**config.mk**
```make
export PLATFORM = sky130hd
export DESIGN_NAME = vfb_blend
export DESIGN_NICKNAME = d
export VERILOG_FILES = /design/src/hw/rtl/vfb_pkg.sv /design/src/hw/rtl/vfb_blend.sv
export SDC_FILE = /design/constraint.sdc
export NUM_CORES = 2
export LEC_CHECK = 0
export ABC_AREA = 1
export BUFFER_PORTS_ARGS = -buffer_cell sky130_fd_sc_hd__buf_4
export CAP_MARGIN = 20
export CELL_PAD_IN_SITES_DETAIL_PLACEMENT = 0
export CELL_PAD_IN_SITES_GLOBAL_PLACEMENT = 1
export CORE_ASPECT_RATIO = 1.1
export CORE_MARGIN = 2
export CORE_UTILIZATION = 25
export CTS_CLUSTER_DIAMETER = 40
export DETAILED_ROUTE_END_ITERATION = 8
export PLACE_DENSITY = 0.61
export SYNTH_ARGS = -nofsm -noshare
export SYNTH_HDL_FRONTEND = slang
export SYNTH_SLANG_ARGS = --single-unit
```
**constraint.sdc**
```tcl
create_clock -name clock -period 10.4 [get_ports clock]
set_clock_uncertainty 0.15 [all_clocks]
set_input_delay 0 -clock clock [delete_from_list [all_inputs] [get_ports clock]]
set_output_delay 0 -clock clock [all_outputs]
set_load 0.01 [all_outputs]
```
**src/hw/rtl/vfb_pkg.sv**
```systemverilog
package vfb_pkg;

   localparam int EXP_BITS = 20;
   localparam int DIV_BITS = 16;
   // Each exponent bit takes a partial product stage and a summing stage.
   localparam int STEPS = 2 * EXP_BITS;

   localparam logic [16:0] F_ONE  = 17'h10000;
   localparam logic [16:0] F_ZERO = 17'h00000;

   localparam logic [2:0] CSR_ENABLE  = 3'd0;
   localparam logic [2:0] CSR_MODE    = 3'd1;
   localparam logic [2:0] CSR_START   = 3'd2;
   localparam logic [2:0] CSR_END     = 3'd3;
   localparam logic [2:0] CSR_DENSITY = 3'd4;
   localparam logic [2:0] CSR_COLOR   = 3'd5;

   localparam logic [1:0] MODE_LINEAR = 2'd0;
   localparam logic [1:0] MODE_EXP    = 2'd1;
   localparam logic [1:0] MODE_EXP2   = 2'd2;
   // The spare mode code behaves as fog off.
   localparam logic [1:0] MODE_OFF    = 2'd3;

   localparam logic [1:0] KIND_CONST = 2'd0;
   localparam logic [1:0] KIND_LIN   = 2'd1;
   localparam logic [1:0] KIND_EXP   = 2'd2;

   localparam logic [62:0] ACC_ONE = 63'h4000_0000_0000_0000;

   typedef struct packed {
      logic        fog_enable;
      logic [1:0]  fog_mode;
      logic [31:0] fog_start;
      logic [31:0] fog_end;
      logic [23:0] fog_density;
      logic [31:0] fog_color;
   } cfg_type;

   typedef struct packed {
      logic [31:0] vc;
      logic [1:0]  kind;
      logic [16:0] fconst;
      logic [19:0] pbits;
      logic [31:0] rem;
      logic [31:0] den;
      logic [15:0] quot;
      logic [62:0] acc;
      logic [63:0] pp_lo;
      logic [63:0] pp_m1;
      logic [63:0] pp_m2;
      logic [63:0] pp_hi;
   } pipe_type;

   // exp(-2^(k-16)) in Q62, built by repeated truncated squaring.
   function automatic logic [61:0] fac_q62(input int k);
      logic [127:0] f;
      logic [127:0] prod;
      f = (128'd1 << 62) - (128'd1 << 46) + (128'd1 << 29) - 128'd2731;
      for (int i = 0; i < k; i++) begin
         prod = f * f;
         f = prod >> 62;
      end
      return f[61:0];
   endfunction

endpackage

```
**src/hw/rtl/vfb_blend.sv**
```systemverilog
module vfb_blend import vfb_pkg::*; (
   input  logic        clock,
   input  logic        reset,
   input  logic        advance,
   input  logic [31:0] fog_color,
   input  logic        up_valid,
   input  pipe_type    up_data,
   output logic        out_valid,
   output logic [31:0] out_color,
   output logic [16:0] out_factor
);

   logic        valid_ff;
   logic [31:0] color_ff;
   logic [16:0] factor_ff;
   logic [31:0] color_in;
   logic [16:0] factor_in;
   logic [62:0] rounded;
   logic [24:0] mix;

   always_comb begin
      rounded = up_data.acc + (63'd1 << 45);
      unique case (up_data.kind)
         KIND_LIN: factor_in = {1'b0, up_data.quot};
         KIND_EXP: factor_in = rounded[62:46];
         default:  factor_in = up_data.fconst;
      endcase
      color_in = '0;
      mix = '0;
      for (int ch = 0; ch < 4; ch++) begin
         mix = 25'(factor_in) * 25'(up_data.vc[8*ch +: 8])
               + 25'(F_ONE - factor_in) * 25'(fog_color[8*ch +: 8]);
         color_in[8*ch +: 8] = mix[23:16];
      end
   end

   always_ff @(posedge clock) begin
      if (reset) begin
         valid_ff <= 1'b0;
      end else if (advance) begin
         valid_ff <= up_valid;
      end
   end

   always_ff @(posedge clock) begin
      if (advance) begin
         color_ff  <= color_in;
         factor_ff <= factor_in;
      end
   end

   assign out_valid  = valid_ff;
   assign out_color  = color_ff;
   assign out_factor = factor_ff;

endmodule

```
==> qor.txt <==
gr usage total = 18.0%
Syn Area/Cell = 8.08 sq um
cell taking the most area after synthesis = fa_1
DR vias/cell = 4.44
Setup Viol. Count Final = 0
layout net count = 6,375
clock tree sinks = 50
Clk Tree Root Cell = clkbuf_16
share of layout cells above drive strength 1 = 6.88%
First-pass DRT Iterations = 5
Post-synth EDFFs = 49
CP most frequent cell = fa_1
largest buffer count on any clock path = 2
Setup TNS = 0 ns
CP Capture Type = flop
# IOs = 556
relative slew slack = 29.1%
post-synthesis register bit count = 50
warnings from Yosys = 0
die width = 373 um
remaining global-route overflow = 0
WL final = 134,000 um
worst slew pin tran = 1.06 ns
post-synthesis to final-layout area growth = 9.47%
worst min-delay path category = in -> reg
core area = 148,000 sq um
DIE HEIGHT = 410 um
CP Launch Type = input pin
Slowest-stage cell, CP = a2111oi_0
M1 WL = 58,300 um
post-synthesis sequential area ratio = 3.98%
Syn Std Cell Area = 37,400 sq um
commonest non-fill, non-tap cell in the layout = inv_1
critical path's largest stage delay = 0.65 ns
maxcap violations = 0
commonest cells after routing, fill and taps aside = 1,295 x inv_1, 984 x nand2_1, 937 x fa_1, 445 x nor2_1, 253 x ha_1
Hold Vio Cnt, Final = 0
top_reg_cell synth = edfxtp_1
RSZ-0062 raised after global routing = false
Residual DRC = 0
WL met2 = 65,100 um
Via Count = 29,400
WP data required = 10.42 ns
vias in the first global route = 32,100
CP Buf/Inv Count = 9
first-pass GRT wire length = 204,000 um
Initial Util = 25.2%
antenna violations before repair = 17
GPL Wtd Cong = 0.848
total die area = 153,000 sq um
Setup Fix Bufs, Post-CTS = 0
Worst-path clk slew = 0.13 ns
worst setup path class = in -> reg
1st-iter DRT viols = 1,428
period utilization = 83.7%
H-tree Lvls = 2
share of flip-flops with an asynchronous set or reset = 0%
PortBufs = 170
top post-synthesis cells by area = fa_1 50%, inv_1 13%, nand2_1 9.9%, ha_1 8.5%, nor2_1 4.5%
Final HPWL DP = 107,000 um
Mapped Nets = 6,326
post-route antenna net violation count = 0
Yosys top cell area share = 50.1%
CTS tree = yes
largest net degree at the start of global routing = 51
met3 wire len = 6760 um
post-synthesis cell count = 4,630
Worst EP arrival = 8.72 ns
Worst-Skew Late Latency = 0.39 ns
max-slew violation count = 0
post-synth cell types = 58
Tmin final = 8.70 ns
status = finished, final reports clean
FP Rows = 148
Max Clk Rate = 115 MHz
Top Metal Used = met5
detailed-route wire length per cell = 20.2 um
crit-path max FO = 26
CTS Buf Count = 5
Top delay family on crit path = adder cells
## routing by layer
layer | vias to the layer above | global-route usage [%]
met5 | - | 0
met4 | 20 | 4.51
met3 | 142 | 2.54
met2 | 785 | 31.1
met1 | 15300 | 23.6
li1 | 13200 | -
## tightest hold or removal path, delay by kind of cell
kind                      cells  cell delay, ns
xor gates and xnor gates      1            0.10
buffers and inverters         1            0.16
and+or+nand+nor               2            0.17
## timing repair
action,in CTS,in global routing
endpoints found under the setup margin,0,0
hold buffers,3,0
gates resized for setup,0,0
endpoints found under the hold margin,2,0
## flip-flops by register name (all words and copies together), names as in the netlist
name        count
out_color      32
out_factor     17
out_valid       1
## Yosys cell counts (2+ instances only)
cell type / n
a21oi_1: 99
nand3_1: 75
nand4_1: 20
o21ai_0: 45
or2_2: 17
inv_1: 1296
o21a_1: 6
o21ai_1: 2
o2111ai_1: 5
o221ai_1: 2
nand3_2: 3
o211ai_1: 2
nand2_4: 4
nor2_1: 445
nand2_2: 37
inv_2: 12
nor2_4: 5
buf_1: 17
nor3_1: 18
nand3b_1: 7
a21o_1: 5
buf_12: 2
a211oi_1: 3
fa_1: 937
clkinv_1: 9
and2_1: 2
xor2_1: 46
buf_4: 4
nor2_2: 2
clkbuf_1: 140
o21bai_1: 8
buf_2: 19
a221oi_1: 2
edfxtp_1: 49
ha_1: 253
or2_1: 2
nor4_1: 4
xnor2_1: 22
nand2_1: 985
## logic make-up after synthesis
logic type	synth area share, %
xor gates and xnor gates	1.59
buffers and inverters	15.3
DFF	3.98
adders and majority gates	58.6
AOI/OAI and AO/OA	2.89
muxes	0.0267
and+or+nand+nor	17.6
## per-stage QoR
| step | instance area [sq um] | worst slack [ns] | hold slack [ns] | util, % | cells |
|---|---|---|---|---|---|
| after CTS | 41000 | 1.68 | 0.0206 | 27.6 | 6630 |
| after detailed placement | 40800 | 1.28 | 0.0147 | 27.5 | 6619 |
| after floorplan | 37400 | 3.06 | -0.0776 | - | 4630 |
| final | 41000 | 1.70 | 0.0490 | 27.6 | 6631 |
| after global placement | 40800 | 1.26 | 0.00601 | 27.5 | 6619 |
| after global routing | 41000 | 1.22 | 0.0627 | 27.6 | 6630 |
## layout make-up
type	instances	area, sq um
tap	1950	2440
clock inverter	3	45.0
sequential	50	1490
inverter	1319	4960
antenna	1	2.50
timing repair buffer	225	1700
multi-input combinational	3078	30200
clock buffer	5	125
fill	16200	107000
## path summary, 6_finish.rpt
path	from	to	slack, ns	cells past startpoint
setup reg to reg	out_valid	out_valid	9.10	3
hold / removal	fog_color[15]	out_color[15]	0.05	4
hold reg to reg	out_valid	out_valid	0.91	3
setup / recovery	up_data[436]	out_color[14]	1.70	33
Power is not shown: default switching activity piles up to over one toggle a cycle in this logic, so the estimate is an artifact.
