--- config.mk ---
export PLATFORM = sky130hd
export DESIGN_NAME = vfb_step
export DESIGN_NICKNAME = d
export VERILOG_FILES = /design/src/hw/rtl/vfb_pkg.sv /design/src/hw/rtl/vfb_step.sv
export SDC_FILE = /design/constraint.sdc
export NUM_CORES = 2
export LEC_CHECK = 0
export BUFFER_PORTS_ARGS = -buffer_cell sky130_fd_sc_hd__buf_2
export CORE_MARGIN = 2
export CORE_UTILIZATION = 45
export CTS_BUF_LIST = sky130_fd_sc_hd__clkbuf_16
export DETAILED_ROUTE_END_ITERATION = 16
export HOLD_SLACK_MARGIN = 0.05
export PLACE_DENSITY = 0.68
export REMOVE_ABC_BUFFERS = 1
export SYNTH_ARGS = -nofsm -noshare
export SYNTH_HDL_FRONTEND = slang
export SYNTH_SLANG_ARGS = --single-unit
--- constraint.sdc ---
create_clock -name clock -period 7.05 [get_ports clock]
set_input_delay 0.3525 -clock clock [delete_from_list [all_inputs] [get_ports clock]]
set_output_delay 0.3525 -clock clock [all_outputs]
set_load 0.05 [all_outputs]
--- src/hw/rtl/vfb_pkg.sv ---
package vfb_pkg;

   localparam int EXP_BITS = 20;
   localparam int DIV_BITS = 16;
   // Each exponent bit takes a partial product stage and a summing stage.
   localparam int STEPS = 2 * EXP_BITS;

   localparam logic [16:0] F_ONE  = 17'h10000;
   localparam logic [16:0] F_ZERO = 17'h00000;

   localparam logic [2:0] CSR_ENABLE  = 3'd0;
   localparam logic [2:0] CSR_MODE    = 3'd1;
   localparam logic [2:0] CSR_START   = 3'd2;
   localparam logic [2:0] CSR_END     = 3'd3;
   localparam logic [2:0] CSR_DENSITY = 3'd4;
   localparam logic [2:0] CSR_COLOR   = 3'd5;

   localparam logic [1:0] MODE_LINEAR = 2'd0;
   localparam logic [1:0] MODE_EXP    = 2'd1;
   localparam logic [1:0] MODE_EXP2   = 2'd2;
   // The spare mode code behaves as fog off.
   localparam logic [1:0] MODE_OFF    = 2'd3;

   localparam logic [1:0] KIND_CONST = 2'd0;
   localparam logic [1:0] KIND_LIN   = 2'd1;
   localparam logic [1:0] KIND_EXP   = 2'd2;

   localparam logic [62:0] ACC_ONE = 63'h4000_0000_0000_0000;

   typedef struct packed {
      logic        fog_enable;
      logic [1:0]  fog_mode;
      logic [31:0] fog_start;
      logic [31:0] fog_end;
      logic [23:0] fog_density;
      logic [31:0] fog_color;
   } cfg_type;

   typedef struct packed {
      logic [31:0] vc;
      logic [1:0]  kind;
      logic [16:0] fconst;
      logic [19:0] pbits;
      logic [31:0] rem;
      logic [31:0] den;
      logic [15:0] quot;
      logic [62:0] acc;
      logic [63:0] pp_lo;
      logic [63:0] pp_m1;
      logic [63:0] pp_m2;
      logic [63:0] pp_hi;
   } pipe_type;

   // exp(-2^(k-16)) in Q62, built by repeated truncated squaring.
   function automatic logic [61:0] fac_q62(input int k);
      logic [127:0] f;
      logic [127:0] prod;
      f = (128'd1 << 62) - (128'd1 << 46) + (128'd1 << 29) - 128'd2731;
      for (int i = 0; i < k; i++) begin
         prod = f * f;
         f = prod >> 62;
      end
      return f[61:0];
   endfunction

endpackage

--- src/hw/rtl/vfb_step.sv ---
module vfb_step import vfb_pkg::*; #(
   parameter int IDX = 0
) (
   input  logic     clock,
   input  logic     reset,
   input  logic     advance,
   input  logic     up_valid,
   input  pipe_type up_data,
   output logic     dn_valid,
   output pipe_type dn_data
);

   localparam int          K   = IDX / 2;
   localparam logic [61:0] FAC = fac_q62(K);

   logic        valid_ff;
   pipe_type    data_ff;
   pipe_type    data_in;
   logic [127:0] full;
   logic [32:0]  shifted;

   always_comb begin
      data_in = up_data;
      full = {up_data.pp_hi, 64'd0} + {32'd0, up_data.pp_m1, 32'd0}
             + {32'd0, up_data.pp_m2, 32'd0} + {64'd0, up_data.pp_lo};
      shifted = {up_data.rem, 1'b0};
      if (IDX % 2 == 0) begin
         // Split the Q62 product into four 32-bit partial products.
         data_in.pp_lo = 64'(up_data.acc[31:0]) * 64'(FAC[31:0]);
         data_in.pp_m1 = 64'(up_data.acc[62:32]) * 64'(FAC[31:0]);
         data_in.pp_m2 = 64'(up_data.acc[31:0]) * 64'(FAC[61:32]);
         data_in.pp_hi = 64'(up_data.acc[62:32]) * 64'(FAC[61:32]);
      end else if (up_data.pbits[K]) begin
         data_in.acc = full[124:62];
      end
      // Linear divide: one restoring step per stage below DIV_BITS.
      if (IDX < DIV_BITS) begin
         if (shifted >= {1'b0, up_data.den}) begin
            data_in.rem  = 32'(shifted - {1'b0, up_data.den});
            data_in.quot = {up_data.quot[14:0], 1'b1};
         end else begin
            data_in.rem  = shifted[31:0];
            data_in.quot = {up_data.quot[14:0], 1'b0};
         end
      end
   end

   always_ff @(posedge clock) begin
      if (reset) begin
         valid_ff <= 1'b0;
      end else if (advance) begin
         valid_ff <= up_valid;
      end
   end

   always_ff @(posedge clock) begin
      if (advance) begin
         data_ff <= data_in;
      end
   end

   assign dn_valid = valid_ff;
   assign dn_data  = data_ff;

endmodule

==> flow_metrics.tcl <==
set metrics [dict create \
    status "complete, but fails checks" \
    violations "setup timing" \
    clk_latency_ns 0.62 \
    grt_max_degree 142 \
    slew_headroom_pct 37.8 \
    setup-tns-final_ns -0.0478 \
    fin_nets 9792 \
    die-height_um 372 \
    synth_top_area_cell "fa_1" \
    routabilityCongestion 0.975 \
    worstPathArrival_ns 7.46 \
    critPathKind "primary input to register" \
    numPortBuffers 647 \
    overflow 0 \
    layout.cells.non_filler 9274 \
    via_per_inst 4.92 \
    grt_antenna_before_repair 14 \
    yosys.cell_types.count 79 \
    vias 45600 \
    path_max_fanout 4 \
    reg2regPathDepth 3 \
    cp.required_ns 7.41 \
    cp-start-kind "primary input" \
    ys_top_cells_by_area "fa_1, edfxtp_1, ha_1, inv_1, xnor2_1" \
    core_sq_um 134000 \
    die_w_um 372 \
    initial_core_util_pct 45.5 \
    fill_cells 11500 \
    synth_area_sq_um 60800 \
    syn_area_per_cell_sq_um 10.7 \
    syn_to_final_growth_pct 27.4 \
    cp-end-kind "register" \
    drive_gt1_share_pct 25.7 \
    clockBufferDepth 3 \
    num_io_pins 945 \
    synthArstFlopShare_pct 0 \
    fmax_mhz 141 \
    whs_ns 0.0820 \
    synth_edf_count 424 \
    antenna_left 0 \
    hpwlAfterDp_mm 164 \
    finalCritPeriodShare_pct 101 \
    reg2reg_slack_ns 5.88 \
    rr_startpoint "dn_valid$_SDFFE_PP0P_" \
    fp.dieArea_sq_um 138000 \
    hold_viol 0 \
    numCtsBuffers 52 \
    min_from "up_data[299]" \
    drv_cap 0 \
    cts_tree "built" \
    htreeDepth 2 \
    first_iter_violations 2474 \
    maxSlewViolCount 0 \
    yosys_warnings 0 \
    routed_wirelength_mm 187 \
    rsz0062_at_grt "yes" \
    place_inst 8986 \
    grt_pass1_wl_mm 284 \
    rows 134 \
    final_area_sq_um 77500 \
    clock-skew-final_ns 0 \
    drtPass1Iterations 5 \
    finalCriticalPeriod_ns 7.10 \
    clock_tree.root_cell "clkbuf_16" \
    drc_errors 0 \
    r2r_end "dn_valid$_SDFFE_PP0P_" \
    clock_sinks 425 \
    ys.flop_type "edfxtp_1" \
    yosys.area.top_type_share_pct 34.8 \
    setup_viol_count_final 1 \
    hold_depth 1 \
    syn-instance-count 5668 \
    max_slew.worst_pin.slew_ns 0.933 \
    grt_pass1_vias 48800 \
    min_to "dn_data[299]$_DFFE_PP_" \
    cts.clk_slew.worst_paths_ns 0.06 \
    ys_ff_latch 425 \
    seq_area_frac_synth_pct 21.0 \
    track_usage_pct 27.4 \
    min_path_type "primary input to register" \
    setup_ws_ns -0.0478 \
    wl_per_cell_um 20.1 \
    dpl_cell_area_sq_um 73200 \
]
per-layer routing:
metal  global-route usage, %  up-vias  routed length, um
li1                        -    21300                  -
met1                    36.9    22700              79300
met2                    45.4     1371              89100
met3                    5.13      229              12600
met4                    7.40       10               5710
met5                       0        -                 69
worst max path at each step:
stage / startpoint / endpoint / slack (ns) / depth (start not counted)
2_1_floorplan: up_data[296] / dn_data[185]$_DFFE_PP_ / -0.24 / 25
3_3_place_gp: up_data[296] / dn_data[185]$_DFFE_PP_ / -0.96 / 27
3_5_place_dp: up_data[297] / dn_data[185]$_DFFE_PP_ / -1.09 / 26
4_1_cts: up_data[296] / dn_data[184]$_DFFE_PP_ / -0.009 / 31
5_1_grt: up_data[297] / dn_data[185]$_DFFE_PP_ / -0.17 / 29
6_report: up_data[297] / dn_data[185]$_DFFE_PP_ / -0.05 / 27
per-stage QoR:
stage / setup WS (ns) / utilization, %
floorplan: -0.239 / -
global placement: -0.962 / 54.7
detailed placement: -1.09 / 54.7
CTS: -0.00926 / 57.2
global route: -0.168 / 57.9
finish: -0.0478 / 57.9
layout make-up:
type                            instances  area [sq um]  share of cell area [%]
Sequential cell                       425         12800                    16.5
Multi-Input combinational cell       3462         41900                    54.1
Inverter                             1714          6460                    8.34
Tap cell                             1768          2210                    2.86
Antenna cell                            4          10.0                  0.0129
Clock buffer                           52          1300                    1.68
Clock inverter                         42           330                   0.426
Timing Repair Buffer                 1807         12500                    16.1
synth_stat cells, types with 6 or more instances:
cell type and n:
clkbuf_1 55, nor4_1 7, inv_1 1714, o31ai_1 15
o2111ai_1 8, xor2_1 89, or2_2 7, nor3_1 32
nor2_1 115, and2_1 19, edfxtp_1 424, xnor2_1 176
and3_1 18, o31a_1 6, and4_1 8, a21oi_1 226
nor2b_1 33, o21ai_0 141, buf_4 47, a21boi_0 13
nand4_1 41, a211oi_1 19, ha_1 800, a31o_2 7
a21o_1 146, or3_1 7, a31oi_1 31, nand3_1 43
o21ai_1 8, nand2_1 168, o21bai_1 37, a41oi_1 9
o21a_1 26, nand2b_1 24, fa_1 1056, o211ai_1 10
sequential cells by signal, summed over array words and instances (netlist names):
register / cells
dn_data: 424
dn_valid: 1
cells in the final DEF (no fill, tap or decap), types with 10 or more instances in the layout:
cell type      synthesis  layout
a21oi_1              226     208
and3_1                18      17
fa_1                1056    1016
a21boi_0              13      11
nand4_1               41      41
dlygate4sd3_1          0     151
buf_6                  0      12
nor2b_1               33      32
o21a_1                26      26
nand3_1               43      43
clkbuf_16              0      52
o31ai_1               15      13
fa_2                   0      40
clkinv_1               0      10
a211oi_1              19      16
o21ai_0              141     126
inv_1               1714    1684
and2_1                19      18
nor3_1                32      29
xnor2_1              176     173
buf_4                 47     991
a31oi_1               31      29
nand2b_1              24      23
o21bai_1              37      35
nand2_1              168     166
ha_1                 800     785
xor2_1                89      86
a21o_1               146     145
o211ai_1              10      10
conb_1                 1      40
edfxtp_1             424     424
inv_2                  0      31
ha_4                   0      14
nor2_1               115     112
a21oi_2                1      15
buf_2                  3     641
o21ai_1                8      15
repair_timing:
| action | CTS | global route |
|---|---|---|
| hold buffers | 151 | 0 |
| pin swaps | 5 | 95 |
| setup buffers | 5 | 34 |
| hold endpoints to repair | 150 | 0 |
| endpoints found under the setup margin | 18 | 44 |
| resized for setup | 19 | 191 |
critical path: stages:
cell and delay, ns:
buf_4 0.10, clkinvlp_4 0.17, buf_4 0.19, fa_2 0.57, buf_4 0.14, fa_1 0.45
fa_2 0.58, fa_1 0.45, fa_1 0.49, inv_1 0.05, fa_1 0.45, fa_1 0.49
inv_1 0.05, fa_1 0.48, inv_1 0.05, ha_1 0.29, a21o_1 0.11, a21o_1 0.12
a21oi_2 0.07, o21ai_2 0.18, and4b_4 0.24, o41ai_4 0.35, buf_6 0.19, a41oi_4 0.12
o21ai_2 0.23, mux2i_1 0.09, or3_1 0.38
cells by family after synthesis:
| kind of cell | after synthesis | share of synthesized area [%] |
|---|---|---|
| muxes | 6 | 0.103 |
| AOI/OAI and AO/OA | 753 | 8.01 |
| adders and majority gates | 1856 | 51.2 |
| other | 1 | 0.00617 |
| buffers and inverters | 1820 | 11.5 |
| and+or+nand+nor | 542 | 4.35 |
| DFF | 425 | 21.0 |
| xor gates and xnor gates | 265 | 3.82 |
Power is left out: the tool's default activity adds up to more than one toggle a clock period on the data nets, which glitch-free logic cannot reach.
