## config.mk

```make
export PLATFORM = sky130hd
export DESIGN_NAME = vfb_front
export DESIGN_NICKNAME = d
export VERILOG_FILES = /design/src/hw/rtl/vfb_pkg.sv /design/src/hw/rtl/vfb_front.sv
export SDC_FILE = /design/constraint.sdc
export NUM_CORES = 2
export LEC_CHECK = 0
export BUFFER_PORTS_ARGS = -buffer_cell sky130_fd_sc_hd__buf_4
export CAP_MARGIN = 0
export CORE_ASPECT_RATIO = 0.7
export CORE_MARGIN = 2
export CORE_UTILIZATION = 55
export CTS_CLUSTER_DIAMETER = 100
export DETAILED_ROUTE_END_ITERATION = 6
export PLACE_DENSITY = 0.83
export SLEW_MARGIN = 25
export SYNTH_ARGS = -nofsm -noshare
export SYNTH_HDL_FRONTEND = slang
export SYNTH_SLANG_ARGS = --single-unit
```

## constraint.sdc

```tcl
create_clock -name clock -period 10.7 [get_ports clock]
set_input_delay 1.07 -clock clock [delete_from_list [all_inputs] [get_ports clock]]
set_output_delay 1.07 -clock clock [all_outputs]
set_load 0.005 [all_outputs]
```

## src/hw/rtl/vfb_pkg.sv

```systemverilog
package vfb_pkg;

   localparam int EXP_BITS = 20;
   localparam int DIV_BITS = 16;
   // Each exponent bit takes a partial product stage and a summing stage.
   localparam int STEPS = 2 * EXP_BITS;

   localparam logic [16:0] F_ONE  = 17'h10000;
   localparam logic [16:0] F_ZERO = 17'h00000;

   localparam logic [2:0] CSR_ENABLE  = 3'd0;
   localparam logic [2:0] CSR_MODE    = 3'd1;
   localparam logic [2:0] CSR_START   = 3'd2;
   localparam logic [2:0] CSR_END     = 3'd3;
   localparam logic [2:0] CSR_DENSITY = 3'd4;
   localparam logic [2:0] CSR_COLOR   = 3'd5;

   localparam logic [1:0] MODE_LINEAR = 2'd0;
   localparam logic [1:0] MODE_EXP    = 2'd1;
   localparam logic [1:0] MODE_EXP2   = 2'd2;
   // The spare mode code behaves as fog off.
   localparam logic [1:0] MODE_OFF    = 2'd3;

   localparam logic [1:0] KIND_CONST = 2'd0;
   localparam logic [1:0] KIND_LIN   = 2'd1;
   localparam logic [1:0] KIND_EXP   = 2'd2;

   localparam logic [62:0] ACC_ONE = 63'h4000_0000_0000_0000;

   typedef struct packed {
      logic        fog_enable;
      logic [1:0]  fog_mode;
      logic [31:0] fog_start;
      logic [31:0] fog_end;
      logic [23:0] fog_density;
      logic [31:0] fog_color;
   } cfg_type;

   typedef struct packed {
      logic [31:0] vc;
      logic [1:0]  kind;
      logic [16:0] fconst;
      logic [19:0] pbits;
      logic [31:0] rem;
      logic [31:0] den;
      logic [15:0] quot;
      logic [62:0] acc;
      logic [63:0] pp_lo;
      logic [63:0] pp_m1;
      logic [63:0] pp_m2;
      logic [63:0] pp_hi;
   } pipe_type;

   // exp(-2^(k-16)) in Q62, built by repeated truncated squaring.
   function automatic logic [61:0] fac_q62(input int k);
      logic [127:0] f;
      logic [127:0] prod;
      f = (128'd1 << 62) - (128'd1 << 46) + (128'd1 << 29) - 128'd2731;
      for (int i = 0; i < k; i++) begin
         prod = f * f;
         f = prod >> 62;
      end
      return f[61:0];
   endfunction

endpackage

```

## src/hw/rtl/vfb_front.sv

```systemverilog
module vfb_front import vfb_pkg::*; (
   input  logic        clock,
   input  logic        reset,
   input  logic        advance,
   input  cfg_type     cfg,
   input  logic        up_valid,
   input  logic [31:0] depth,
   input  logic [31:0] vertex_color,
   output logic        dn_valid,
   output pipe_type    dn_data
);

   // Stage 1: linear numerator and denominator, density times |z| in halves.
   logic               s1_valid_ff;
   logic [31:0]        s1_vc_ff;
   logic               s1_zpos_ff;
   logic signed [32:0] s1_num_ff;
   logic signed [32:0] s1_den_ff;
   logic [39:0]        s1_pp_lo_ff;
   logic [39:0]        s1_pp_hi_ff;
   logic signed [32:0] s1_num_in;
   logic signed [32:0] s1_den_in;
   logic [31:0]        zabs;

   always_comb begin
      zabs = depth[31] ? (32'd0 - depth) : depth;
      s1_num_in = $signed({cfg.fog_end[31], cfg.fog_end}) - $signed({depth[31], depth});
      s1_den_in = $signed({cfg.fog_end[31], cfg.fog_end})
                  - $signed({cfg.fog_start[31], cfg.fog_start});
   end

   always_ff @(posedge clock) begin
      if (reset) begin
         s1_valid_ff <= 1'b0;
      end else if (advance) begin
         s1_valid_ff <= up_valid;
      end
   end

   always_ff @(posedge clock) begin
      if (advance) begin
         s1_vc_ff    <= vertex_color;
         s1_zpos_ff  <= !depth[31] && (depth != 32'd0);
         s1_num_ff   <= s1_num_in;
         s1_den_ff   <= s1_den_in;
         s1_pp_lo_ff <= 40'(cfg.fog_density) * 40'(zabs[15:0]);
         s1_pp_hi_ff <= 40'(cfg.fog_density) * 40'(zabs[31:16]);
      end
   end

   // Stage 2: scaled depth and the linear special cases.
   logic               s2_valid_ff;
   logic [31:0]        s2_vc_ff;
   logic               s2_zpos_ff;
   logic [39:0]        s2_q_ff;
   logic [1:0]         s2_lin_kind_ff;
   logic [16:0]        s2_lin_const_ff;
   logic [31:0]        s2_rem_ff;
   logic [31:0]        s2_den_ff;
   logic [55:0]        prod;
   logic signed [32:0] n;
   logic signed [32:0] d;
   logic [1:0]         s2_lin_kind_in;
   logic [16:0]        s2_lin_const_in;

   always_comb begin
      prod = 56'(s1_pp_lo_ff) + (56'(s1_pp_hi_ff) << 16);
      n = s1_num_ff;
      d = s1_den_ff;
      if (d < 0) begin
         n = -n;
         d = -d;
      end
      s2_lin_kind_in  = KIND_LIN;
      s2_lin_const_in = F_ONE;
      priority if (d == 0) begin
         s2_lin_kind_in = KIND_CONST;
      end else if (n <= 0) begin
         s2_lin_kind_in  = KIND_CONST;
         s2_lin_const_in = F_ZERO;
      end else if (n >= d) begin
         s2_lin_kind_in = KIND_CONST;
      end else begin
         s2_lin_kind_in = KIND_LIN;
      end
   end

   always_ff @(posedge clock) begin
      if (reset) begin
         s2_valid_ff <= 1'b0;
      end else if (advance) begin
         s2_valid_ff <= s1_valid_ff;
      end
   end

   always_ff @(posedge clock) begin
      if (advance) begin
         s2_vc_ff        <= s1_vc_ff;
         s2_zpos_ff      <= s1_zpos_ff;
         s2_q_ff         <= prod[55:16];
         s2_lin_kind_ff  <= s2_lin_kind_in;
         s2_lin_const_ff <= s2_lin_const_in;
         s2_rem_ff       <= n[31:0];
         s2_den_ff       <= d[31:0];
      end
   end

   // Stage 3: exponent selection per mode.
   logic        s3_valid_ff;
   pipe_type    s3_data_ff;
   pipe_type    s3_data_in;
   logic [35:0] qsq;

   always_comb begin
      qsq = 36'(s2_q_ff[17:0]) * 36'(s2_q_ff[17:0]);
      s3_data_in        = '0;
      s3_data_in.vc     = s2_vc_ff;
      s3_data_in.rem    = s2_rem_ff;
      s3_data_in.den    = s2_den_ff;
      s3_data_in.acc    = ACC_ONE;
      s3_data_in.kind   = KIND_CONST;
      s3_data_in.fconst = F_ONE;
      if (cfg.fog_enable) begin
         unique case (cfg.fog_mode)
            MODE_LINEAR: begin
               s3_data_in.kind   = s2_lin_kind_ff;
               s3_data_in.fconst = s2_lin_const_ff;
            end
            MODE_EXP: begin
               if (s2_zpos_ff) begin
                  if (s2_q_ff >= (40'd12 << 16)) begin
                     s3_data_in.fconst = F_ZERO;
                  end else begin
                     s3_data_in.kind  = KIND_EXP;
                     s3_data_in.pbits = s2_q_ff[19:0];
                  end
               end
            end
            MODE_EXP2: begin
               if (s2_q_ff >= (40'd4 << 16) || qsq[35:16] >= (20'd12 << 16)) begin
                  s3_data_in.fconst = F_ZERO;
               end else begin
                  s3_data_in.kind  = KIND_EXP;
                  s3_data_in.pbits = qsq[35:16];
               end
            end
            default: begin
               s3_data_in.fconst = F_ONE;
            end
         endcase
      end
   end

   always_ff @(posedge clock) begin
      if (reset) begin
         s3_valid_ff <= 1'b0;
      end else if (advance) begin
         s3_valid_ff <= s2_valid_ff;
      end
   end

   always_ff @(posedge clock) begin
      if (advance) begin
         s3_data_ff <= s3_data_in;
      end
   end

   assign dn_valid = s3_valid_ff;
   assign dn_data  = s3_data_ff;

endmodule

```

==> results.tsv <==
metric	value	unit
fin nets	7289	
TritonCTS buffer count	46	
worst slew pin tran	1020	ps
CP startpoint	depth[8]	
sequential-to-total area share from yosys stat	22.8	%
grt ovf	0	
Synth Flop Type	edfxtp_1	
Clock Tree Buf Depth	3	
Syn Inst Count	5638	
relative slew slack	31.4	%
area share of the largest cell type after synthesis	29.8	%
DRT Wirelength	133	mm
die width	384	um
die height	270	um
Yosys cell types	77	
minimum clock period	9950	ps
Tcrit/Tclk final	93.0	%
Initial Utilization	55.6	%
hold path depth	0	
Crit path required time	11040	ps
main area contributors after synthesis	fa_1, edfxtp_1, ha_1, inv_1, buf_4	
number of remaining DRC errors	0	
Area growth syn-to-layout	6.85	%
Total Neg Setup Slack	0	ps
DP Wirelength	103	mm
post-cts gate resize count	0	
Post-synth ARST share	0	%
CP Launch Type	input pin	
crit-path max cell delay	560	ps
fin. max-slew vios	0	
status	complete, no violations	
Iter 0 DRT Violations	3649	
number of global-route vias before repair	40877	
layout cells sized above 1	7.33	%
Port-buffer cells	278	
most frequent cells in the layout	inv_1, fa_1, nand2_1	
GPL Wtd Cong	0.930	
max-capacitance violation count	0	
register cell area after layout	12700	um2
Synth Area per Inst	9.87	um2
via count	38673	
Synth Register Bits	424	
Setup crit end kind	flop	
first-pass GRT wire length	214	mm
setup violators final	0	
clock slew at reported path FFs	60	ps
post-layout util	59.4	%
clk sinks	424	
vias per inst	5.38	
# IOs	662	
antenna viol nets, final	0	
Crit Reg-Reg Startpoint	s2_q_ff[6]	
mapped cell area	55600	um2
f_max	100	MHz
Std-Cell Rows	97	
largest net degree at the start of global routing	185	
crit-path max FO	11	
total track usage	26.0	%
PnR worst setup slack	747	ps
Post-synth EDFFs	421	
TritonRoute pass-1 iters	5	
crit path kind	input pin to flop	
Filler cells	7987	
setup repair bufs after CTS	0	
H-Tree Level Count	2	
leading cell type in the layout, fill and taps excluded	inv_1	
die area	104000	um2
cts hold-fix bufs	0	
worst skew pair latency	630	ps
skew final	42.7	ps
R2R cell count	22	
YS warnings	0	
most frequent CP cell	fa_1	
area of the multi-input gates	37000	um2
clk root buf	clkbuf_16	
wire length per cell	18.4	um
core footprint	100000	um2
cell taking the most area after synthesis	fa_1	
Hold Crit Start	s2_vc_ff[27]	
RSZ-0062 raised after global routing	no	
worst min path class	flop to flop	
initial antenna violation count	6	
Post-Place Setup Slack	306	ps
Crit-path slowest cell	or4_1	
CTS tree	yes	
Worst Path Arrival	10290	ps
final hold viol count	0	
-- routing by layer --
layer / GRT usage, % / wire length, um
met4: 7.87 / 3620
met5: 0 / 0
met2: 40.7 / 61100
met1: 34.1 / 51800
met3: 8.80 / 15900
-- flip-flops by register name, indices dropped and copies added, names as in the netlist, 24 cells and up --
name and flops:
dn_data 119, s1_pp_hi_ff 40, s2_q_ff 40, s1_den_ff 33, s1_num_ff 33, s1_vc_ff 32
s2_den_ff 32, s2_rem_ff 32, s2_vc_ff 32, s1_pp_lo_ff 24
-- stage by stage --
stage | hold slack, ps | cells | instance area (um2)
final | 393 | 7183 | 59500
after global routing | 386 | 7183 | 59500
after CTS | 377 | 7177 | 59400
after detailed placement | 405 | 7094 | 57900
after global placement | 400 | 7094 | 57900
after floorplan | 400 | 5987 | 57000
-- path summary, 6_finish.rpt --
check	end	slack (ps)
worst max-delay path	s1_pp_hi_ff[39]	750
worst min-delay path	dn_data[465]	390
worst max register to register	dn_data[409]	2420
worst min register to register	dn_data[465]	390
-- worst max-delay path, delay by kind of cell --
family                   cells  cell delay (ps)
adder cells (fa/ha/maj)      7             3270
AND/OR/NAND/NOR              8             2480
buffers and inverters        4              300
AO/OA/AOI/OAI               10             2710
XOR/XNOR                     2              420
-- layout make-up --
type	count	share of cell area [%]
Multi-Input combinational cell	3913	62.3
Sequential cell	424	21.4
Inverter	1113	7.03
Timing Repair Buffer	309	3.97
Tap cell	1336	2.81
Clock buffer	54	1.99
Clock inverter	29	0.516
Antenna cell	5	0.0210
-- synthesized netlist by cell type (4+ instances only) --
cell type and n:
edfxtp_1 421, a211o_1 5, xnor2_1 192, nor2_1 134
buf_4 351, or3_1 15, o211ai_1 14, o31ai_1 29
nor3_1 33, a211oi_1 10, nand3_1 49, nor4_1 15
inv_1 1113, a21o_1 96, nand3b_1 6, o41ai_1 16
a22o_1 19, and4_1 5, nor3b_1 4, xor2_1 73
o21ai_0 111, a21oi_1 148, fa_1 829, or2_2 13
nand4_1 26, ha_1 462, o21a_1 32, a31oi_1 18
nand2b_1 46, and2_1 261, nand2_1 680, a41oi_1 4
o21bai_1 15, or4_1 16, nor2b_1 97, clkbuf_1 183
and3_1 22, a21boi_0 7, mux2i_1 5
-- kinds of logic (layout without fill, tap and decap cells) --
logic type	count (synthesis)	after routing	share of synthesized area, %
AOI/OAI and AO/OA	562	562	6.62
xor gates and xnor gates	266	266	4.20
adders and majority gates	1291	1291	40.2
buffers and inverters	1650	1505	13.5
DFF	424	424	22.8
muxes	7	7	0.130
other	2	356	0.0135
and+or+nand+nor	1436	1436	12.5
Power is left out: the tool's default activity adds up to more than one toggle a clock period on the data nets, which glitch-free logic cannot reach.
