==> src/hw/rtl/vfb_pkg.sv <==
package vfb_pkg;

   localparam int EXP_BITS = 20;
   localparam int DIV_BITS = 16;
   // Each exponent bit takes a partial product stage and a summing stage.
   localparam int STEPS = 2 * EXP_BITS;

   localparam logic [16:0] F_ONE  = 17'h10000;
   localparam logic [16:0] F_ZERO = 17'h00000;

   localparam logic [2:0] CSR_ENABLE  = 3'd0;
   localparam logic [2:0] CSR_MODE    = 3'd1;
   localparam logic [2:0] CSR_START   = 3'd2;
   localparam logic [2:0] CSR_END     = 3'd3;
   localparam logic [2:0] CSR_DENSITY = 3'd4;
   localparam logic [2:0] CSR_COLOR   = 3'd5;

   localparam logic [1:0] MODE_LINEAR = 2'd0;
   localparam logic [1:0] MODE_EXP    = 2'd1;
   localparam logic [1:0] MODE_EXP2   = 2'd2;
   // The spare mode code behaves as fog off.
   localparam logic [1:0] MODE_OFF    = 2'd3;

   localparam logic [1:0] KIND_CONST = 2'd0;
   localparam logic [1:0] KIND_LIN   = 2'd1;
   localparam logic [1:0] KIND_EXP   = 2'd2;

   localparam logic [62:0] ACC_ONE = 63'h4000_0000_0000_0000;

   typedef struct packed {
      logic        fog_enable;
      logic [1:0]  fog_mode;
      logic [31:0] fog_start;
      logic [31:0] fog_end;
      logic [23:0] fog_density;
      logic [31:0] fog_color;
   } cfg_type;

   typedef struct packed {
      logic [31:0] vc;
      logic [1:0]  kind;
      logic [16:0] fconst;
      logic [19:0] pbits;
      logic [31:0] rem;
      logic [31:0] den;
      logic [15:0] quot;
      logic [62:0] acc;
      logic [63:0] pp_lo;
      logic [63:0] pp_m1;
      logic [63:0] pp_m2;
      logic [63:0] pp_hi;
   } pipe_type;

   // exp(-2^(k-16)) in Q62, built by repeated truncated squaring.
   function automatic logic [61:0] fac_q62(input int k);
      logic [127:0] f;
      logic [127:0] prod;
      f = (128'd1 << 62) - (128'd1 << 46) + (128'd1 << 29) - 128'd2731;
      for (int i = 0; i < k; i++) begin
         prod = f * f;
         f = prod >> 62;
      end
      return f[61:0];
   endfunction

endpackage

==> src/hw/rtl/vfb_csr.sv <==
module vfb_csr import vfb_pkg::*; (
   input  logic        clock,
   input  logic        reset,
   input  logic        write_enable,
   input  logic [2:0]  index,
   input  logic [31:0] write_data,
   output cfg_type     cfg
);

   cfg_type cfg_ff;
   cfg_type cfg_in;

   always_comb begin
      cfg_in = cfg_ff;
      if (write_enable) begin
         unique case (index)
            CSR_ENABLE:  cfg_in.fog_enable  = write_data[0];
            CSR_MODE:    cfg_in.fog_mode    = write_data[1:0];
            CSR_START:   cfg_in.fog_start   = write_data;
            CSR_END:     cfg_in.fog_end     = write_data;
            CSR_DENSITY: cfg_in.fog_density = write_data[23:0];
            CSR_COLOR:   cfg_in.fog_color   = write_data;
            default:     cfg_in = cfg_ff;
         endcase
      end
   end

   always_ff @(posedge clock) begin
      if (reset) begin
         cfg_ff.fog_enable  <= 1'b0;
         cfg_ff.fog_mode    <= MODE_LINEAR;
         cfg_ff.fog_start   <= 32'd0;
         cfg_ff.fog_end     <= 32'd65536;
         cfg_ff.fog_density <= 24'd65536;
         cfg_ff.fog_color   <= 32'd0;
      end else begin
         cfg_ff <= cfg_in;
      end
   end

   assign cfg = cfg_ff;

endmodule

==> config.mk <==
export PLATFORM = sky130hd
export DESIGN_NAME = vfb_csr
export DESIGN_NICKNAME = d
export VERILOG_FILES = /design/src/hw/rtl/vfb_pkg.sv /design/src/hw/rtl/vfb_csr.sv
export SDC_FILE = /design/constraint.sdc
export NUM_CORES = 1
export LEC_CHECK = 0
export BUFFER_PORTS_ARGS = -buffer_cell sky130_fd_sc_hd__buf_4
export CORE_ASPECT_RATIO = 1.75
export CORE_MARGIN = 2
export CORE_UTILIZATION = 39
export CTS_BUF_LIST = sky130_fd_sc_hd__clkbuf_8
export DETAILED_ROUTE_END_ITERATION = 6
export SYNTH_ARGS = -nofsm -noshare
export SYNTH_HDL_FRONTEND = slang
export SYNTH_SLANG_ARGS = --single-unit
==> constraint.sdc <==
create_clock -name clock -period 1.7 [get_ports clock]
set_input_delay 0.17 -clock clock [delete_from_list [all_inputs] [get_ports clock]]
set_output_delay 0.17 -clock clock [all_outputs]
set_load 0.05 [all_outputs]
==> flow_summary.ini, run 1 <==
[run_status]
status = finished, final reports clean

[logic_synthesis]
synth_xor_area_frac = 0
muxShareOfSynthArea = 0.250
synth_cells = 441
yosysWarnings = 0
syn-num-nets = 479
synth_seq_area_share = 0.500
syn-cell-area_sq_um = 4930
synth.distinct_cells = 14
synth_top_family_by_area = multiplexers
synth_fa_ha_area_frac = 0
syn_area_per_cell_sq_um = 11.2
ys_seq_elements = 123
synth_compound_area_frac = 0
synth-simple-area-share = 0.215

[drt]
wl_met2_um = 6600
ant_nets = 0
post_drt_via_cell_ratio = 4.65
routed-via-count = 3628
drt-total-wl_um = 12600
wl_per_cell_um = 16.1
wl_met1_um = 5020
drt-pass1-iter-count = 4
drc = 0
top_layer = met4
routed-wl-met3_um = 652
first_iter_violations = 133

[worst_setup_path]
startpoint_type = flop
path_max_fanout = 2
max_stage_delay_ns = 0.36
cp-end-kind = output port
critPathSlowestCell = dfxtp_1
path_depth = 1
critPathRequiredTime_ns = 1.53
crit_type = flop to output port
timing.rr.start = cfg[13]
reg2regPathDepth = 2
path_delay_family = flip-flops
cp-endpoint = cfg[8]
rr_endpoint = cfg[13]
path_cells = buf_4
worstSetupStartpoint = cfg[8]
path_buf_inv = 1
arrival_ns = 1.01
rrSetupSlack_ns = 1.01

[sta]
fin_ws_ns = 0.521
slew_headroom = 0.683
period_needed_ns = 1.18
final-hold-violation-count = 0
tightest_slew_ns = 0.476
fin_skew_ns = 0
slew_violations = 0
rsz0062_at_grt = no
timing.fmax_ghz = 0.848
setup_violations = 0
finalCritPeriodShare = 0.693
tns_ns = 0
hold_ws_ns = 0.0430

[clock_tree]
cts_buffers = 17
cts-root-buf = clkbuf_8
post_cts_resized = 0
cts_setup_buffers = 0
insertion_delay_ns = 0.42
htreeDepth = 4
cts_tree = done
clk_pin_slew_ns = 0.08
cts_sinks = 123
ctsHoldBuffers = 0
cts_buffer_depth = 2

[floorplanning]
dieWidth_um = 89.0
die_area_sq_um = 13600
die_y_um = 153
ios = 161
core_area_sq_um = 12400
rows = 54
initial_core_util = 0.396

[hold_path]
min_path_cells = 3
min_path_type = primary input to flop

[pwr]
finalPower_mw = 6.18
swShare = 0.271
power_density_nw_per_um2 = 922
ir_drop_mv = 0.646
internal_power_mw = 4.50
power.switching_mw = 1.68
seqPwrFrac = 0.482
pwr-share-comb = 0.115
leakage_nw = 3.27
power_frac_clock = 0.403

[grt]
grt_pass1_vias = 3740
grt_pass1_wl_um = 19800
track_usage = 0.191
grt_overflow = 0
grt_max_degree = 62
antenna_found_initial = 0

[cells_and_area]
fin_cells = 781
area_delta_synth_final_pct = 35.9
diodes = 0
stdcell_area_sq_um = 6700
mostFrequentLayoutCells = 167 x buf_4, 153 x nand2b_1, 123 x mux2i_1, 123 x dfxtp_1, 20 x clkbuf_8
drive_above_1_share = 0.336
final_common_cell = buf_4
largest_reg_flops = 123
fin_util = 0.539
fin_nets = 638

[placed_design]
gp_congestion = 0.760
hpwlAfterDp_um = 8970
place_inst = 749
io_buffers = 160
post-place-ws_ns = 0.413
placed_cell_area_sq_um = 6310

[job]
cap_viol_max_count = 0
-- layer usage --
metal,vias to the layer above,track usage
met5,-,0
met4,0,0.0697
met3,16,0.0558
met2,114,0.333
met1,1720,0.214
li1,1778,-
-- how the worst min path moves through the flow --
stage | slack (ns) | end | startpoint
final | 0.04 | cfg[48] | write_data[16]
after global routing | 0.03 | cfg[48] | write_data[16]
after CTS | 0.01 | cfg[48] | write_data[16]
after detailed placement | 0.46 | cfg[96] | cfg[96]
after global placement | 0.46 | cfg[106] | cfg[106]
after floorplan | 0.34 | cfg[48] | write_data[16]
-- area by class of cell --
type	count	area [sq um]
Clock buffer	20	275
Clock inverter	12	115
Fill cell	1177	5730
Multi-Input combinational cell	287	2300
Sequential cell	123	2460
Tap cell	168	210
Timing Repair Buffer	171	1330
-- cell families after synthesis --
group / Yosys count
buf+inv: 31
flops: 123
mux: 123
simple gates: 164
-- Yosys cell counts --
| cell type | number | area (sq um) |
|---|---|---|
| nand2b_1 | 153 | 957 |
| dfxtp_1 | 123 | 2460 |
| mux2i_1 | 123 | 1230 |
| clkbuf_1 | 16 | 60.1 |
| buf_4 | 7 | 52.6 |
| buf_2 | 4 | 20.0 |
| buf_6 | 4 | 45.0 |
| nand4bb_1 | 3 | 33.8 |
| nor2_1 | 3 | 11.3 |
| and4b_1 | 1 | 10.0 |
| and4bb_2 | 1 | 12.5 |
| nand4b_1 | 1 | 8.76 |
| nand4b_2 | 1 | 15.0 |
| nor4b_1 | 1 | 8.76 |
-- power by group through the flow --
stage               combinational [mW]  sequential, mW  clock (mW)
finish                           0.708            2.98        2.49
global route                     0.749            2.99        2.69
CTS                              0.718            2.98        2.56
detailed placement               0.715            3.05           0
global placement                 0.708            3.04           0
floorplan                        0.242            3.26           0
No activity file was read; power rests on OpenSTA's default activity.
==> run 2: changes to the inputs <==
- PLACE_DENSITY: not set -> 0.67
- clock period: 1.7 -> 1 ns (I/O delays scaled with it)
==> run 2 against run 1 <==
  * Power increased by 80%
  * Sequential share of layout area decreased by 5.2 points
  * Combinational power increased by 110%
  * Sequential power increased by 72%
  * Critical endpoint is now cfg[92]
  * Flip-flop and latch count unchanged
  * Clock-buffer cell count increased by 1
  * Via count increased by 7.0%
  * Wire length increased by 8.6%
  * The flow now finishes with violations (negative setup slack)
==> flow_summary.ini, run 2 (same netlist as run 1, synthesis figures left out) <==
[drt]
post_drt_via_cell_ratio = 4.65
wl_per_cell_um = 16.3
drt-total-wl_um = 13600
ant_nets = 0
first_iter_violations = 85
drc = 0
routed-via-count = 3882
drt-pass1-iter-count = 4

[clock_tree]
cts_tree = done
insertion_delay_ns = 0.42
htreeDepth = 4
cts_sinks = 123
cts_buffers = 17
clk_pin_slew_ns = 0.07
cts-root-buf = clkbuf_8
cts_buffer_depth = 2

[worst_setup_path]
path_cells = buf_8
startpoint_type = flop
crit_type = flop to output port
max_stage_delay_ns = 0.36
rrSetupSlack_ns = 0.16
path_delay_family = flip-flops
cp-end-kind = output port
path_buf_inv = 1
critPathRequiredTime_ns = 0.90
critPathSlowestCell = dfxtp_2
path_max_fanout = 2
arrival_ns = 0.94

[pwr]
ir_drop_mv = 0.747
power_density_nw_per_um2 = 1340
swShare = 0.243
internal_power_mw = 8.42
seqPwrFrac = 0.461
power_frac_clock = 0.406
power.switching_mw = 2.70
pwr-share-comb = 0.133
leakage_nw = 3.91

[hold_path]
min_path_type = primary input to flop

[floorplanning]
rows = 54
ios = 161
core_area_sq_um = 12400
die_y_um = 153
dieWidth_um = 89.0
die_area_sq_um = 13600
initial_core_util = 0.396

[sta]
final-hold-violation-count = 0
timing.fmax_ghz = 0.963
rsz0062_at_grt = yes
tightest_slew_ns = 0.265
fin_skew_ns = 0
fin_ws_ns = -0.0382
slew_violations = 0
finalCritPeriodShare = 1.04
slew_headroom = 0.823
setup_violations = 120
period_needed_ns = 1.04

[grt]
track_usage = 0.199
grt_max_degree = 85
grt_pass1_vias = 4003
grt_pass1_wl_um = 20500
grt_overflow = 0
antenna_found_initial = 0

[cells_and_area]
fin_nets = 693
drive_above_1_share = 0.555
mostFrequentLayoutCells = 153 x nand2b_1, 123 x mux2i_1, 123 x dfxtp_2
fin_util = 0.667
diodes = 0
largest_reg_flops = 123
final_common_cell = nand2b_1
fin_cells = 835
area_delta_synth_final_pct = 68.2

[run_status]
status = finished, violations left
violations = negative setup slack

[placed_design]
place_inst = 759
gp_congestion = 0.751
io_buffers = 160
hpwlAfterDp_um = 8980

[job]
cap_viol_max_count = 0
run 2: stage by stage:
step | worst slack, ns | power [mW] | setup TNS, ns | hold slack (ns) | cell area (sq um)
global placement | -0.0471 | 6.41 | -0.758 | 0.400 | 6440
floorplan | 0.111 | 5.96 | 0 | 0.271 | 4930
CTS | -0.0637 | 11.2 | -5.48 | -0.00876 | 8050
finish | -0.0382 | 11.1 | -1.81 | 0.0189 | 8290
global route | -0.0951 | 11.6 | -8.20 | 0.00583 | 8290
detailed placement | -0.0820 | 6.43 | -2.68 | 0.410 | 6440
run 2: final cells by class:
cell class / count / area [sq um]
clock buffer: 21 / 289
clock inverter: 10 / 124
fill: 939 / 4140
multi-input combinational: 287 / 2300
sequential: 123 / 2620
tap: 168 / 210
timing repair buffer: 226 / 2750
run 2: final timing paths:
check / from / end / depth (start not counted)
worst max-delay path: cfg[92] / cfg[92] / 1
worst min-delay path: write_data[13] / cfg[13] / 3
worst max register to register: cfg[93] / cfg[93] / 4
worst min register to register: cfg[97] / cfg[97] / 2
run 2: per-layer routing:
layer / vias up / wire [um] / global-route usage
met4: 0 / 313 / 0.0810
met3: 17 / 584 / 0.0547
met2: 114 / 7740 / 0.365
met1: 1873 / 5000 / 0.203
met5: - / 0 / 0
li1: 1878 / - / -
run 2: power groups by stage:
stage          Sequential (mW)  Combinational, mW  Clock, mW
2_1_floorplan             5.55              0.412          0
3_3_place_gp              5.18               1.23          0
3_5_place_dp              5.18               1.25          0
4_1_cts                   5.12               1.44       4.65
5_1_grt                   5.14               1.54       4.90
6_report                  5.13               1.47       4.52
run 2: repair_timing:
action                                  CTS  global route
gates resized for setup                 350            17
endpoints found under the setup margin  123           124
buffers inserted                         13            21
hold buffers                             10             1
gates cloned                              0             0
pin swaps                                 0             0
hold endpoints to repair                 23             1
==> run 3: changes to the inputs <==
- MAX_ROUTING_LAYER: not set -> met4
==> run 3 against run 2 <==
  * The flow still finishes with violations (negative setup slack)
  * Worst setup slack improved by 0.0042 ns
  * Clock skew unchanged
  * Register-to-register slack about the same
  * Final cell count unchanged
  * Hold slack improved by 0.0051 ns
  * Highest routed layer unchanged
==> flow_summary.ini, run 3 (same netlist as run 1, synthesis figures left out) <==
[clock_tree]
htreeDepth = 4
cts_sinks = 123
insertion_delay_ns = 0.41
cts_buffer_depth = 2
cts_tree = done
cts-root-buf = clkbuf_8
clk_pin_slew_ns = 0.07
cts_buffers = 17

[sta]
slew_violations = 0
fin_ws_ns = -0.0341
fin_skew_ns = 0
finalCritPeriodShare = 1.03
hold_ws_ns = 0.0241
rsz0062_at_grt = yes
slew_headroom = 0.818
final-hold-violation-count = 0
timing.fmax_ghz = 0.967
tns_ns = -1.46
tightest_slew_ns = 0.273
setup_violations = 119
period_needed_ns = 1.03

[pwr]
power.switching_mw = 2.70
power_frac_clock = 0.406
swShare = 0.243
seqPwrFrac = 0.461
pwr-share-comb = 0.133
ir_drop_mv = 0.738
internal_power_mw = 8.42
leakage_nw = 3.91
power_density_nw_per_um2 = 1340

[grt]
antenna_found_initial = 0
track_usage = 0.205
grt_pass1_wl_um = 20600
grt_max_degree = 85
grt_pass1_vias = 4002
grt_overflow = 0

[cells_and_area]
fin_nets = 693
n_fill_cell = 939
stdcell_area_sq_um = 8290
drive_above_1_share = 0.555
mostFrequentLayoutCells = 153 x nand2b_1, 123 x mux2i_1, 123 x dfxtp_2
final_common_cell = nand2b_1
largest_reg_flops = 123
diodes = 0
area_delta_synth_final_pct = 68.2

[job]
cap_viol_max_count = 0

[placed_design]
gp_congestion = 0.766
hpwlAfterDp_um = 8980
placed_cell_area_sq_um = 6440
io_buffers = 160
post-place-ws_ns = -0.0820

[worst_setup_path]
critPathSlowestCell = dfxtp_2
crit_type = flop to output port
arrival_ns = 0.93
cp-end-kind = output port
path_delay_family = flip-flops
path_max_fanout = 2
critPathRequiredTime_ns = 0.90
max_stage_delay_ns = 0.36
path_buf_inv = 1
path_cells = buf_8
startpoint_type = flop

[drt]
routed-via-count = 3877
ant_nets = 0
wl_per_cell_um = 16.4
first_iter_violations = 88
drc = 0
drt-pass1-iter-count = 4
post_drt_via_cell_ratio = 4.64
drt-total-wl_um = 13700

[run_status]
violations = negative setup slack
status = finished, violations left

[floorplanning]
die_y_um = 153
ios = 161
rows = 54
core_area_sq_um = 12400
die_area_sq_um = 13600
initial_core_util = 0.396
dieWidth_um = 89.0

[hold_path]
min_path_type = primary input to flop
## run 3: stage by stage
stage | total power [mW] | utilization | instances
after floorplan | 5.96 | - | 441
after global placement | 6.41 | 0.518 | 759
after detailed placement | 6.43 | 0.518 | 759
after CTS | 11.2 | 0.648 | 813
after global routing | 11.6 | 0.667 | 835
final | 11.1 | 0.667 | 835
## run 3: metal layers
metal	global-route usage	up-vias	share of wire
met3	0.0542	16	0.041
li1	-	1878	-
met4	0.0810	0	0.023
met1	0.206	1872	0.37
met5	-	-	0
met2	0.365	111	0.57
## run 3: area by class of cell
cell class | count | area, sq um | share of cell area
repair buffers | 226 | 2750 | 0.332
clock inverters | 10 | 124 | 0.0149
well taps | 168 | 210 | 0.0254
multi-input cells | 287 | 2300 | 0.277
flip-flops and latches | 123 | 2620 | 0.316
clock buffers | 21 | 289 | 0.0349
## run 3: repair_timing
action,CTS,global route
setup endpoints to repair,123,124
endpoints found under the hold margin,23,1
hold buffers,10,1
gates cloned,0,0
buffers inserted,13,21
resized for setup,350,17
## run 3: final timing paths
| kind | depth (start not counted) | end | startpoint | slack (ns) |
|---|---|---|---|---|
| worst max-delay path | 1 | cfg[92] | cfg[92] | -0.03 |
| worst min-delay path | 3 | cfg[13] | write_data[13] | 0.02 |
| worst max register to register | 4 | cfg[93] | cfg[93] | 0.16 |
| worst min register to register | 2 | cfg[97] | cfg[97] | 0.48 |
## run 3: power groups by stage
stage	logic [mW]	registers [mW]	clock network, mW
final	1.48	5.13	4.52
after detailed placement	1.25	5.18	0
after global routing	1.54	5.14	4.91
after global placement	1.23	5.18	0
after CTS	1.44	5.12	4.65
after floorplan	0.412	5.55	0
